**config.mk**
```make
export PLATFORM = sky130hd
export DESIGN_NAME = dual_button_press_classifier_flat
export DESIGN_NICKNAME = d
export VERILOG_FILES = /design/src/hw/rtl/dbpc_pkg.sv /design/src/hw/rtl/dbpc_if.sv /design/src/hw/rtl/dbpc_lane.sv /design/src/hw/rtl/dbpc_merge.sv /design/src/hw/rtl/dual_button_press_classifier.sv /design/src/flat_wrapper.sv
export SDC_FILE = /design/constraint.sdc
export NUM_CORES = 1
export LEC_CHECK = 0
export ABC_CLOCK_PERIOD_IN_PS = 9480
export BUFFER_PORTS_ARGS = -buffer_cell sky130_fd_sc_hd__clkbuf_2
export CORE_MARGIN = 2
export CORE_UTILIZATION = 50
export DETAILED_ROUTE_END_ITERATION = 12
export GPL_TIMING_DRIVEN = 0
export PLACE_DENSITY = 0.68
export SYNTH_ARGS = -nofsm -noshare
export SYNTH_HDL_FRONTEND = slang
export SYNTH_SLANG_ARGS = --single-unit
```
**constraint.sdc**
```tcl
create_clock -name clock -period 9.48 [get_ports clock]
set_clock_uncertainty 0.15 [all_clocks]
set_input_delay 1.896 -clock clock [delete_from_list [all_inputs] [get_ports clock]]
set_output_delay 1.896 -clock clock [all_outputs]
set_load 0.005 [all_outputs]
```
**src/hw/rtl/dbpc_pkg.sv**
```systemverilog
// ----------------------------------------------------------------------------
// dbpc_pkg
// Shared types and constants of the dual button press classifier.
// ----------------------------------------------------------------------------
package dbpc_pkg;

   localparam int HOLD_W      = 26;
   localparam int DEBOUNCE_W  = 20;
   localparam int CSR_DATA_W  = 26;
   localparam int CSR_INDEX_W = 2;

   localparam logic [CSR_INDEX_W-1:0] CSR_BOOT_HOLD  = 2'd0;
   localparam logic [CSR_INDEX_W-1:0] CSR_POWER_HOLD = 2'd1;
   localparam logic [CSR_INDEX_W-1:0] CSR_DEBOUNCE   = 2'd2;

   localparam logic [HOLD_W-1:0]     BOOT_HOLD_RESET  = 26'd3000000;
   localparam logic [HOLD_W-1:0]     POWER_HOLD_RESET = 26'd2000000;
   localparam logic [DEBOUNCE_W-1:0] DEBOUNCE_RESET   = 20'd30000;

   typedef struct packed {
      logic short_ev;
      logic long_ev;
   } press_event_type;

endpackage

```
**src/hw/rtl/dbpc_if.sv**
```systemverilog
// ----------------------------------------------------------------------------
// dbpc_if
// Request and response channels of the dual button press classifier.
// ----------------------------------------------------------------------------
interface dbpc_req_if #(
   parameter int TIME_BITS = 48
);
   logic                 valid;
   logic                 ready;
   logic [TIME_BITS-1:0] now_us;
   logic                 boot_pressed;
   logic                 power_pressed;

   modport source (output valid, output now_us, output boot_pressed,
                   output power_pressed, input ready);
   modport sink   (input valid, input now_us, input boot_pressed,
                   input power_pressed, output ready);
endinterface

interface dbpc_rsp_if;
   logic valid;
   logic ready;
   logic boot_short;
   logic boot_long;
   logic power_short;
   logic power_long;
   logic battery_enable;

   modport source (output valid, output boot_short, output boot_long,
                   output power_short, output power_long,
                   output battery_enable, input ready);
   modport sink   (input valid, input boot_short, input boot_long,
                   input power_short, input power_long,
                   input battery_enable, output ready);
endinterface

```
**src/hw/rtl/dbpc_lane.sv**
```systemverilog
// ----------------------------------------------------------------------------
// dbpc_lane
// Per-button press tracker: start time, held and fired marks, event detect.
// ----------------------------------------------------------------------------
module dbpc_lane
   import dbpc_pkg::*;
#(
   parameter int TIME_BITS = 48
) (
   input  logic                  clock,
   input  logic                  reset,
   input  logic                  step,
   input  logic [TIME_BITS-1:0]  now_us,
   input  logic                  pressed,
   input  logic [HOLD_W-1:0]     hold_us,
   input  logic [DEBOUNCE_W-1:0] debounce_us,
   output press_event_type       press_event
);

   logic [TIME_BITS-1:0] press_start_ff, press_start_in;
   logic                 held_ff, held_in;
   logic                 fired_ff, fired_in;

   logic                 start;
   logic                 fired_eff;
   logic [TIME_BITS-1:0] elapsed;
   logic [TIME_BITS-1:0] hold_ext;
   logic [TIME_BITS-1:0] debounce_ext;

   assign hold_ext     = {{(TIME_BITS-HOLD_W){1'b0}}, hold_us};
   assign debounce_ext = {{(TIME_BITS-DEBOUNCE_W){1'b0}}, debounce_us};

   always_comb begin
      start     = pressed && !held_ff;
      fired_eff = fired_ff && !start;
      elapsed   = start ? '0 : (now_us - press_start_ff);

      press_event.long_ev  = pressed && !fired_eff && (elapsed >= hold_ext);
      press_event.short_ev = !pressed && held_ff && !fired_ff && (elapsed > debounce_ext);

      held_in        = held_ff;
      fired_in       = fired_ff;
      press_start_in = press_start_ff;
      if (step) begin
         held_in = pressed;
         if (start) begin
            press_start_in = now_us;
         end
         if (pressed) begin
            fired_in = fired_eff || press_event.long_ev;
         end
      end
   end

   always_ff @(posedge clock) begin
      if (reset) begin
         held_ff  <= 1'b0;
         fired_ff <= 1'b0;
      end else begin
         held_ff  <= held_in;
         fired_ff <= fired_in;
      end
      press_start_ff <= press_start_in;
   end

endmodule

```
**src/hw/rtl/dbpc_merge.sv**
```systemverilog
// ----------------------------------------------------------------------------
// dbpc_merge
// Combines lane events, latches power-off and holds the response register.
// ----------------------------------------------------------------------------
module dbpc_merge
   import dbpc_pkg::*;
(
   input  logic            clock,
   input  logic            reset,
   input  logic            accept,
   input  press_event_type boot_event,
   input  press_event_type power_event,
   output logic            live,
   output logic            ready,
   dbpc_rsp_if.source      rsp
);

   logic            powered_down_ff, powered_down_in;
   logic            rsp_valid_ff, rsp_valid_in;
   press_event_type boot_ff, boot_in;
   press_event_type power_ff, power_in;
   logic            battery_ff, battery_in;

   assign live  = !powered_down_ff;
   assign ready = !rsp_valid_ff || rsp.ready;

   always_comb begin
      powered_down_in = powered_down_ff;
      rsp_valid_in    = rsp_valid_ff;
      boot_in         = boot_ff;
      power_in        = power_ff;
      battery_in      = battery_ff;
      if (rsp.ready) begin
         rsp_valid_in = 1'b0;
      end
      if (accept) begin
         rsp_valid_in = 1'b1;
         if (powered_down_ff) begin
            boot_in    = '0;
            power_in   = '0;
            battery_in = 1'b0;
         end else begin
            boot_in         = boot_event;
            power_in        = power_event;
            battery_in      = !power_event.long_ev;
            powered_down_in = power_event.long_ev;
         end
      end
   end

   always_ff @(posedge clock) begin
      if (reset) begin
         powered_down_ff <= 1'b0;
         rsp_valid_ff    <= 1'b0;
      end else begin
         powered_down_ff <= powered_down_in;
         rsp_valid_ff    <= rsp_valid_in;
      end
      boot_ff    <= boot_in;
      power_ff   <= power_in;
      battery_ff <= battery_in;
   end

   assign rsp.valid          = rsp_valid_ff;
   assign rsp.boot_short     = boot_ff.short_ev;
   assign rsp.boot_long      = boot_ff.long_ev;
   assign rsp.power_short    = power_ff.short_ev;
   assign rsp.power_long     = power_ff.long_ev;
   assign rsp.battery_enable = battery_ff;

endmodule

```
**src/hw/rtl/dual_button_press_classifier.sv**
```systemverilog
// ----------------------------------------------------------------------------
// dual_button_press_classifier
// Classifies boot and power button presses into short and long events.
// ----------------------------------------------------------------------------
// Usage:
//   req_bus carries one poll per request: now_us and both pressed bits.
//   rsp_bus returns exactly one response per request: four event bits and
//   battery_enable. csr_* writes the hold and debounce times while idle.
//   The response is registered: it is shown in the cycle after its request is accepted.
//   Throughput is one request per cycle while responses are taken; the two button lanes evaluate in
//   parallel and a single response register sets the pace.
//   When the receiver stalls, the response register holds and req_bus.ready
//   drops until it is taken (ready = response slot empty or being taken).
//   Reset clears the press marks, the power-off latch and the response slot
//   and restores the default hold and debounce times. After a power long
//   event every later response is all zero until reset.
// ----------------------------------------------------------------------------
module dual_button_press_classifier
   import dbpc_pkg::*;
#(
   parameter int TIME_BITS = 48
) (
   input  logic                   clock,
   input  logic                   reset,
   dbpc_req_if.sink               req_bus,
   dbpc_rsp_if.source             rsp_bus,
   input  logic                   csr_write_enable,
   input  logic [CSR_INDEX_W-1:0] csr_index,
   input  logic [CSR_DATA_W-1:0]  csr_write_data
);

   logic [HOLD_W-1:0]     boot_hold_ff, boot_hold_in;
   logic [HOLD_W-1:0]     power_hold_ff, power_hold_in;
   logic [DEBOUNCE_W-1:0] debounce_ff, debounce_in;

   logic            accept;
   logic            live;
   logic            step;
   logic            ready;
   press_event_type boot_event;
   press_event_type power_event;

   always_comb begin
      boot_hold_in  = boot_hold_ff;
      power_hold_in = power_hold_ff;
      debounce_in   = debounce_ff;
      if (csr_write_enable) begin
         unique case (csr_index)
            CSR_BOOT_HOLD:  boot_hold_in  = csr_write_data[HOLD_W-1:0];
            CSR_POWER_HOLD: power_hold_in = csr_write_data[HOLD_W-1:0];
            CSR_DEBOUNCE:   debounce_in   = csr_write_data[DEBOUNCE_W-1:0];
            default: ;
         endcase
      end
   end

   always_ff @(posedge clock) begin
      if (reset) begin
         boot_hold_ff  <= BOOT_HOLD_RESET;
         power_hold_ff <= POWER_HOLD_RESET;
         debounce_ff   <= DEBOUNCE_RESET;
      end else begin
         boot_hold_ff  <= boot_hold_in;
         power_hold_ff <= power_hold_in;
         debounce_ff   <= debounce_in;
      end
   end

   assign req_bus.ready = ready;
   assign accept        = req_bus.valid && ready;
   assign step          = accept && live;

   dbpc_lane #(.TIME_BITS(TIME_BITS)) u_boot_lane (
      .clock       (clock),
      .reset       (reset),
      .step        (step),
      .now_us      (req_bus.now_us),
      .pressed     (req_bus.boot_pressed),
      .hold_us     (boot_hold_ff),
      .debounce_us (debounce_ff),
      .press_event (boot_event)
   );

   dbpc_lane #(.TIME_BITS(TIME_BITS)) u_power_lane (
      .clock       (clock),
      .reset       (reset),
      .step        (step),
      .now_us      (req_bus.now_us),
      .pressed     (req_bus.power_pressed),
      .hold_us     (power_hold_ff),
      .debounce_us (debounce_ff),
      .press_event (power_event)
   );

   dbpc_merge u_merge (
      .clock       (clock),
      .reset       (reset),
      .accept      (accept),
      .boot_event  (boot_event),
      .power_event (power_event),
      .live        (live),
      .ready       (ready),
      .rsp         (rsp_bus)
   );

endmodule

```
**src/flat_wrapper.sv**
```systemverilog
// flat-port wrapper written by rule: the top's interface ports become plain ports
module dual_button_press_classifier_flat import dbpc_pkg::*;
#(
   parameter int TIME_BITS = 48
)
  (clock, reset, csr_write_enable, csr_index, csr_write_data, req_bus_valid, req_bus_now_us, req_bus_boot_pressed, req_bus_power_pressed, req_bus_ready, rsp_bus_valid, rsp_bus_boot_short, rsp_bus_boot_long, rsp_bus_power_short, rsp_bus_power_long, rsp_bus_battery_enable, rsp_bus_ready);
  dbpc_req_if #(.TIME_BITS(TIME_BITS)) req_bus_i ();
  dbpc_rsp_if rsp_bus_i ();
  input  logic clock;
  input  logic reset;
  input  logic csr_write_enable;
  input  logic [CSR_INDEX_W-1:0] csr_index;
  input  logic [CSR_DATA_W-1:0] csr_write_data;
  input wire logic [$bits(req_bus_i.valid)-1:0] req_bus_valid;
  input wire logic [$bits(req_bus_i.now_us)-1:0] req_bus_now_us;
  input wire logic [$bits(req_bus_i.boot_pressed)-1:0] req_bus_boot_pressed;
  input wire logic [$bits(req_bus_i.power_pressed)-1:0] req_bus_power_pressed;
  output wire logic [$bits(req_bus_i.ready)-1:0] req_bus_ready;
  output wire logic [$bits(rsp_bus_i.valid)-1:0] rsp_bus_valid;
  output wire logic [$bits(rsp_bus_i.boot_short)-1:0] rsp_bus_boot_short;
  output wire logic [$bits(rsp_bus_i.boot_long)-1:0] rsp_bus_boot_long;
  output wire logic [$bits(rsp_bus_i.power_short)-1:0] rsp_bus_power_short;
  output wire logic [$bits(rsp_bus_i.power_long)-1:0] rsp_bus_power_long;
  output wire logic [$bits(rsp_bus_i.battery_enable)-1:0] rsp_bus_battery_enable;
  input wire logic [$bits(rsp_bus_i.ready)-1:0] rsp_bus_ready;
  assign req_bus_i.valid = req_bus_valid;
  assign req_bus_i.now_us = req_bus_now_us;
  assign req_bus_i.boot_pressed = req_bus_boot_pressed;
  assign req_bus_i.power_pressed = req_bus_power_pressed;
  assign req_bus_ready = req_bus_i.ready;
  assign rsp_bus_valid = rsp_bus_i.valid;
  assign rsp_bus_boot_short = rsp_bus_i.boot_short;
  assign rsp_bus_boot_long = rsp_bus_i.boot_long;
  assign rsp_bus_power_short = rsp_bus_i.power_short;
  assign rsp_bus_power_long = rsp_bus_i.power_long;
  assign rsp_bus_battery_enable = rsp_bus_i.battery_enable;
  assign rsp_bus_i.ready = rsp_bus_ready;
  dual_button_press_classifier #(.TIME_BITS(TIME_BITS)) u_core (.clock(clock), .reset(reset), .req_bus(req_bus_i), .rsp_bus(rsp_bus_i), .csr_write_enable(csr_write_enable), .csr_index(csr_index), .csr_write_data(csr_write_data));
endmodule
```
# After elaboration in Yosys (flattened, before gate mapping)
# Index checks and enable logic that the tools add are counted.
dict set report totals {
  register_bits 179
  input_bits 83
  output_inout_bits 7
  word_cells 70
}
dict set report classes {
  add_sub_neg 2
  order_cmp 4
  eq_ne 2
  muxes 5
  reduce_logical 41
}
# op count
set ops {}
lappend ops {{48-bit by 26-bit >= comparator with 1-bit output} 2}
lappend ops {{48-bit by 20-bit > comparator with 1-bit output} 2}
lappend ops {{48-bit 2-to-1 mux} 2}
lappend ops {{48-bit subtractor} 2}
lappend ops {{1-bit logical AND} 16}
lappend ops {{2-bit AND reduction} 7}
lappend ops {{1-bit zero test} 13}
lappend ops {{1-bit logical OR} 3}
lappend ops {{1-bit 2-to-1 mux} 3}
lappend ops {{2-bit by 1-bit == test with 1-bit output (second input constant)} 1}
lappend ops {{2-bit == test (second input constant)} 1}
lappend ops {{2-bit zero test} 1}
lappend ops {{2-bit nonzero test} 1}

# Depth between registers and ports, before layout
dict set report logic_depth {
  word_depth 8
  ltp_mapped 25
}

# Hierarchy
# From an unflattened synthesis, not the netlist that was laid out.
dict set report hier_totals {
  hier_cells 1914
  area_unflattened_um2 16030.4
}
# module n_inst cells_per_inst area_each_um2 seq_area_each_um2
set modules_own_cells {}
lappend modules_own_cells {{dbpc_lane (u_core.u_power_lane)} 1 819 6527.5 1481.4}
lappend modules_own_cells {{dbpc_lane (u_core.u_boot_lane)} 1 791 6292.3 1481.4}
lappend modules_own_cells {dual_button_press_classifier 1 286 2954.1 1441.4}
lappend modules_own_cells {dbpc_merge 1 18 256.5 190.2}

# Worst setup path after synthesis
# OpenSTA, ideal clock, no wires.
dict set report synth_timing {
  path_type {input to register}
  startpoint {in req_bus_now_us[0]}
  endpoint {reg u_core.u_boot_lane.fired_ff}
  t_arrival_ns 6.455
  t_required_ns 9.272
  slack_ns 2.817
  path_stages 25
  path_buffers 0
  path_cell_list {inv_1 ha_1 inv_1 fa_1 a211oi_1 o21ai_0 a31oi_1 o21a_1 o221ai_1 a21o_1 a21oi_1 xnor2_1 and2_1 ha_1 and4_1 nand2_1 a2111oi_0 o311a_1 nor2_1 maj3_1 o21ai_0 and3_1 a221oi_1 a2111oi_0 o21a_1}
}
dict set report synth_via {
  elab_chain_cells 5
}
# element line
set synth_rtl {}
lappend synth_rtl {{start, declared} flat_wrapper.sv:15} ;# input wire logic [$bits(req_bus_i.now_us)-1:0] req_bus_now_us;
lappend synth_rtl {{48-bit subtractor} dbpc_lane.sv:36} ;# elapsed = start ? '0 : (now_us - press_start_ff);
lappend synth_rtl {{48-bit 2-to-1 mux} dbpc_lane.sv:36}
lappend synth_rtl {{48-bit by 26-bit >= comparator with 1-bit output} dbpc_lane.sv:38} ;# press_event.long_ev = pressed && !fired_eff && (elapsed >= hold_ext);
lappend synth_rtl {{1-bit logical AND} dbpc_lane.sv:38}
lappend synth_rtl {{1-bit logical OR} dbpc_lane.sv:50} ;# fired_in = fired_eff || press_event.long_ev;
lappend synth_rtl {{end signal, assigned} dbpc_lane.sv:61} ;# fired_ff <= fired_in;
lappend synth_rtl {{end, declared} dbpc_lane.sv:22} ;# logic fired_ff, fired_in;
# Every way passes these cells.
# A chain may end at the register's enable or synchronous reset.

# Worst setup path after layout
# Ends and elaborated chain as after synthesis.

==> summary.txt <==
Status
  • Status: finished, final reports clean

Die
  • Die Wd: 176 um
  • Die area: 0.0309 sq mm
  • Die H: 176 um
  • Core Area: 0.0289 sq mm
  • Starting density of the core: 0.511
  • FP Rows: 62
  • I/O pin count: 90

Synth
  • Avg Cell Area, Syn: 8.09 sq um
  • Mapped Area: 0.0148 sq mm
  • Post-synth EDFFs: 101
  • Ys flop type: edfxtp_1
  • Post-Synthesis Cells: 1826
  • Post-synthesis sequential area ratio: 0.311
  • Synthesized Nets: 2093
  • Yosys Warn Count: 0
  • Post-synth ARST share: 0
  • Count of cell types in the netlist: 80
  • #FFs+latches synth: 179

Critical path
  • Critical Path RT: 9.75 ns
  • CP endpoint kind: flop
  • R2r startpoint: u_core.u_boot_lane.press_start_ff[0]$_DFFE_PP_
  • Worst reg2reg setup slack: 3.01 ns
  • Critical path data arrival time: 8.03 ns
  • CP endpoint: u_core.u_boot_lane.fired_ff$_SDFFE_PP0P_
  • CP Launch Type: input port
  • Crit path max fanout: 4
  • WS Path Type: input port to flop
  • Capturing point of the worst reg2reg path: u_core.u_boot_lane.fired_ff$_SDFFE_PP0P_
  • Register-to-Register Path Depth: 24
  • Setup crit start: req_bus_now_us[0]

Clocking
  • Num CTS Buffers: 17
  • CTS tree: yes
  • Worst-Skew Late Latency: 0.47 ns
  • Setup Fix Bufs, Post-CTS: 0
  • Cts hold-fix bufs: 0
  • CTS max path bufs: 2
  • Worst-path clk slew: 0.08 ns
  • CTS root buffer: clkbuf_16
  • Clock sinks: 179
  • H-tree Lvls: 4
  • Cts repair resizes: 0

Global routing
  • GRT overflow: 0
  • GRT Total Usage: 0.284
  • First-pass GRT wire length: 68.3 mm
  • Largest net degree at the start of global routing: 35
  • Initial antenna violation count: 0
  • Number of global-route vias before repair: 13000

Power and ir drop
  • Switching part of the total: 0.362
  • Clk pwr share: 0.308
  • Sw Pwr: 0.000872 W
  • Comb power frac: 0.328
  • Peak supply drop: 145 uV
  • Internal power: 0.00154 W
  • Pwr Total: 0.00241 W
  • Leak pwr: 7.02 nW
  • Sequential power share: 0.364
  • Pwr/cell area: 147 mW/mm^2

Layout
  • Proportion of layout cells with a drive suffix above 1: 0.0739
  • Synth-to-layout area growth: 10.7%
  • Most frequent cells in the layout: nand2_1 (238), inv_1 (199), a21oi_1 (187)
  • Commonest non-fill, non-tap cell in the layout: nand2_1
  • Nets: 2202
  • Diode count: 0

Job
  • Max cap viols: 0

STA
  • RSZ-0062 raised after global routing: false
  • Relative slew slack: 0.166
  • Least-Margin Pin Slew: 1.22 ns
  • Final Hold Fails: 0
  • Setup Viol. Count Final: 0
  • Tmin final: 7.77 ns
  • Max Freq: 0.129 GHz
  • Setup TNS: 0 ns
  • Max-slew violation count: 0
  • Period Utilization, post-route: 0.819

Place
  • Gpl congestion: 0.958
  • DP HPWL: 35.8 mm
  • PortBufs: 88

Worst hold path
  • HP Class: flop to flop

Route
  • DRT Pass-1 Iters: 6
  • Drc violations: 0
  • DR WL/cell: 18.7 um
  • ANT nets after route: 0
  • DRT iter0 DRCs: 1158
  • Routed via count: 13600
  • Total routed wirelength: 43.5 mm
  • Drt via density: 5.83
worst min-delay path by stage:
stage | slack [ns] | cells past startpoint | to | from
final | 0.31 | 2 | u_core.power_hold_ff[14]$_SDFFE_PP0P_ | u_core.power_hold_ff[14]$_SDFFE_PP0P_
after detailed placement | 0.30 | 2 | u_core.boot_hold_ff[17]$_SDFFE_PP0P_ | u_core.boot_hold_ff[17]$_SDFFE_PP0P_
after floorplan | 0.29 | 2 | u_core.boot_hold_ff[11]$_SDFFE_PP0P_ | u_core.boot_hold_ff[11]$_SDFFE_PP0P_
after global placement | 0.29 | 2 | u_core.debounce_ff[6]$_SDFFE_PP0P_ | u_core.debounce_ff[6]$_SDFFE_PP0P_
after CTS | 0.31 | 2 | u_core.boot_hold_ff[17]$_SDFFE_PP0P_ | u_core.boot_hold_ff[17]$_SDFFE_PP0P_
after global routing | 0.33 | 2 | u_core.debounce_ff[15]$_SDFFE_PP0P_ | u_core.debounce_ff[15]$_SDFFE_PP0P_
synthesized netlist by cell type (15+ instances only):
cell type  count  area, sq um
and2_1        15         93.8
nand2_1      238          893
dfxtp_1       78         1560
a21o_1        33          248
nor2_1       144          541
ha_1         182         2280
nand3_1       29          145
xor2_1        27          236
inv_1        199          747
a211oi_1      25          188
xnor2_1       46          403
o211ai_1      24          180
a21oi_1      187          936
o21ai_0       89          445
edfxtp_1     101         3030
a211o_1       20          175
clkbuf_1      59          221
nor3_1        23          115
o21a_1        21          158
nand4_1       35          219
nand2b_1      23          144
power groups by stage:
stage	sequential (W)	combinational [W]	clock, W
3_3_place_gp	0.000896	0.000760	0
5_1_grt	0.000880	0.000877	0.000780
3_5_place_dp	0.000894	0.000775	0
4_1_cts	0.000876	0.000781	0.000754
6_report	0.000876	0.000791	0.000740
2_1_floorplan	0.000892	0.000541	0
per-layer routing:
| layer | GRT usage | up-vias | part of all wire |
|---|---|---|---|
| li1 | - | 6763 | - |
| met1 | 0.377 | 6339 | 0.46 |
| met2 | 0.471 | 418 | 0.46 |
| met3 | 0.0366 | 82 | 0.053 |
| met4 | 0.111 | 0 | 0.032 |
| met5 | 0 | - | 0 |
per-stage QoR:
step / area [sq um] / worst slack (ns) / hold slack (ns) / utilization / instances
finish: 16400 / 1.71 / 0.308 / 0.566 / 2332
global placement: 15700 / 1.37 / 0.294 / 0.543 / 2298
CTS: 16400 / 1.80 / 0.310 / 0.566 / 2332
floorplan: 14800 / 2.82 / 0.286 / - / 1826
detailed placement: 15800 / 1.33 / 0.299 / 0.544 / 2300
global route: 16400 / 1.41 / 0.331 / 0.566 / 2332
state kept, by name, indices dropped and copies added (netlist names):
name	cells
u_core.debounce_ff	20
u_core.u_merge.rsp.power_long	1
u_core.u_boot_lane.press_start_ff	48
u_core.boot_hold_ff	26
u_core.u_merge.rsp.boot_short	1
u_core.u_merge.rsp.boot_long	1
u_core.u_power_lane.held_ff	1
u_core.u_boot_lane.fired_ff	1
u_core.u_boot_lane.held_ff	1
u_core.u_power_lane.press_start_ff	48
u_core.u_merge.rsp.power_short	1
u_core.u_power_lane.fired_ff	1
u_core.power_hold_ff	26
u_core.u_merge.rsp.battery_enable	1
u_core.u_merge.powered_down_ff	1
u_core.u_merge.rsp.valid	1
cell families after synthesis:
group | Yosys count | synth area share
simple gates | 596 | 0.187
compound gates | 519 | 0.226
buf+inv | 262 | 0.0666
fa+ha+maj | 186 | 0.158
flops | 179 | 0.311
xor+xnor | 73 | 0.0433
mux | 11 | 0.00762
cell type report:
cell class,count,area (sq um)
inverter,199,747
timing repair buffer,90,480
sequential,179,4590
tap,384,480
clock buffer,17,425
clock inverter,15,186
fill,2763,12600
multi-input combinational,1385,9210
buffer,63,238
critical path, stage by stage:
cell and delay, ns:
clkbuf_2 0.11, inv_1 0.08, ha_1 0.16, inv_1 0.06
fa_1 0.42, a211oi_1 0.22, o21ai_0 0.32, a31oi_1 0.57
o21a_1 0.25, o221ai_1 0.22, a21o_1 0.23, a21oi_1 0.19
xnor2_1 0.22, and2_1 0.24, ha_1 0.28, and4_1 0.21
nand2_1 0.12, a2111oi_0 0.46, o311a_1 0.26, nor2_1 0.05
maj3_1 0.37, o21ai_0 0.16, and3_1 0.18, a221oi_1 0.13
a2111oi_0 0.44, o21a_1 0.17
No activity file was read; power rests on OpenSTA's default activity.
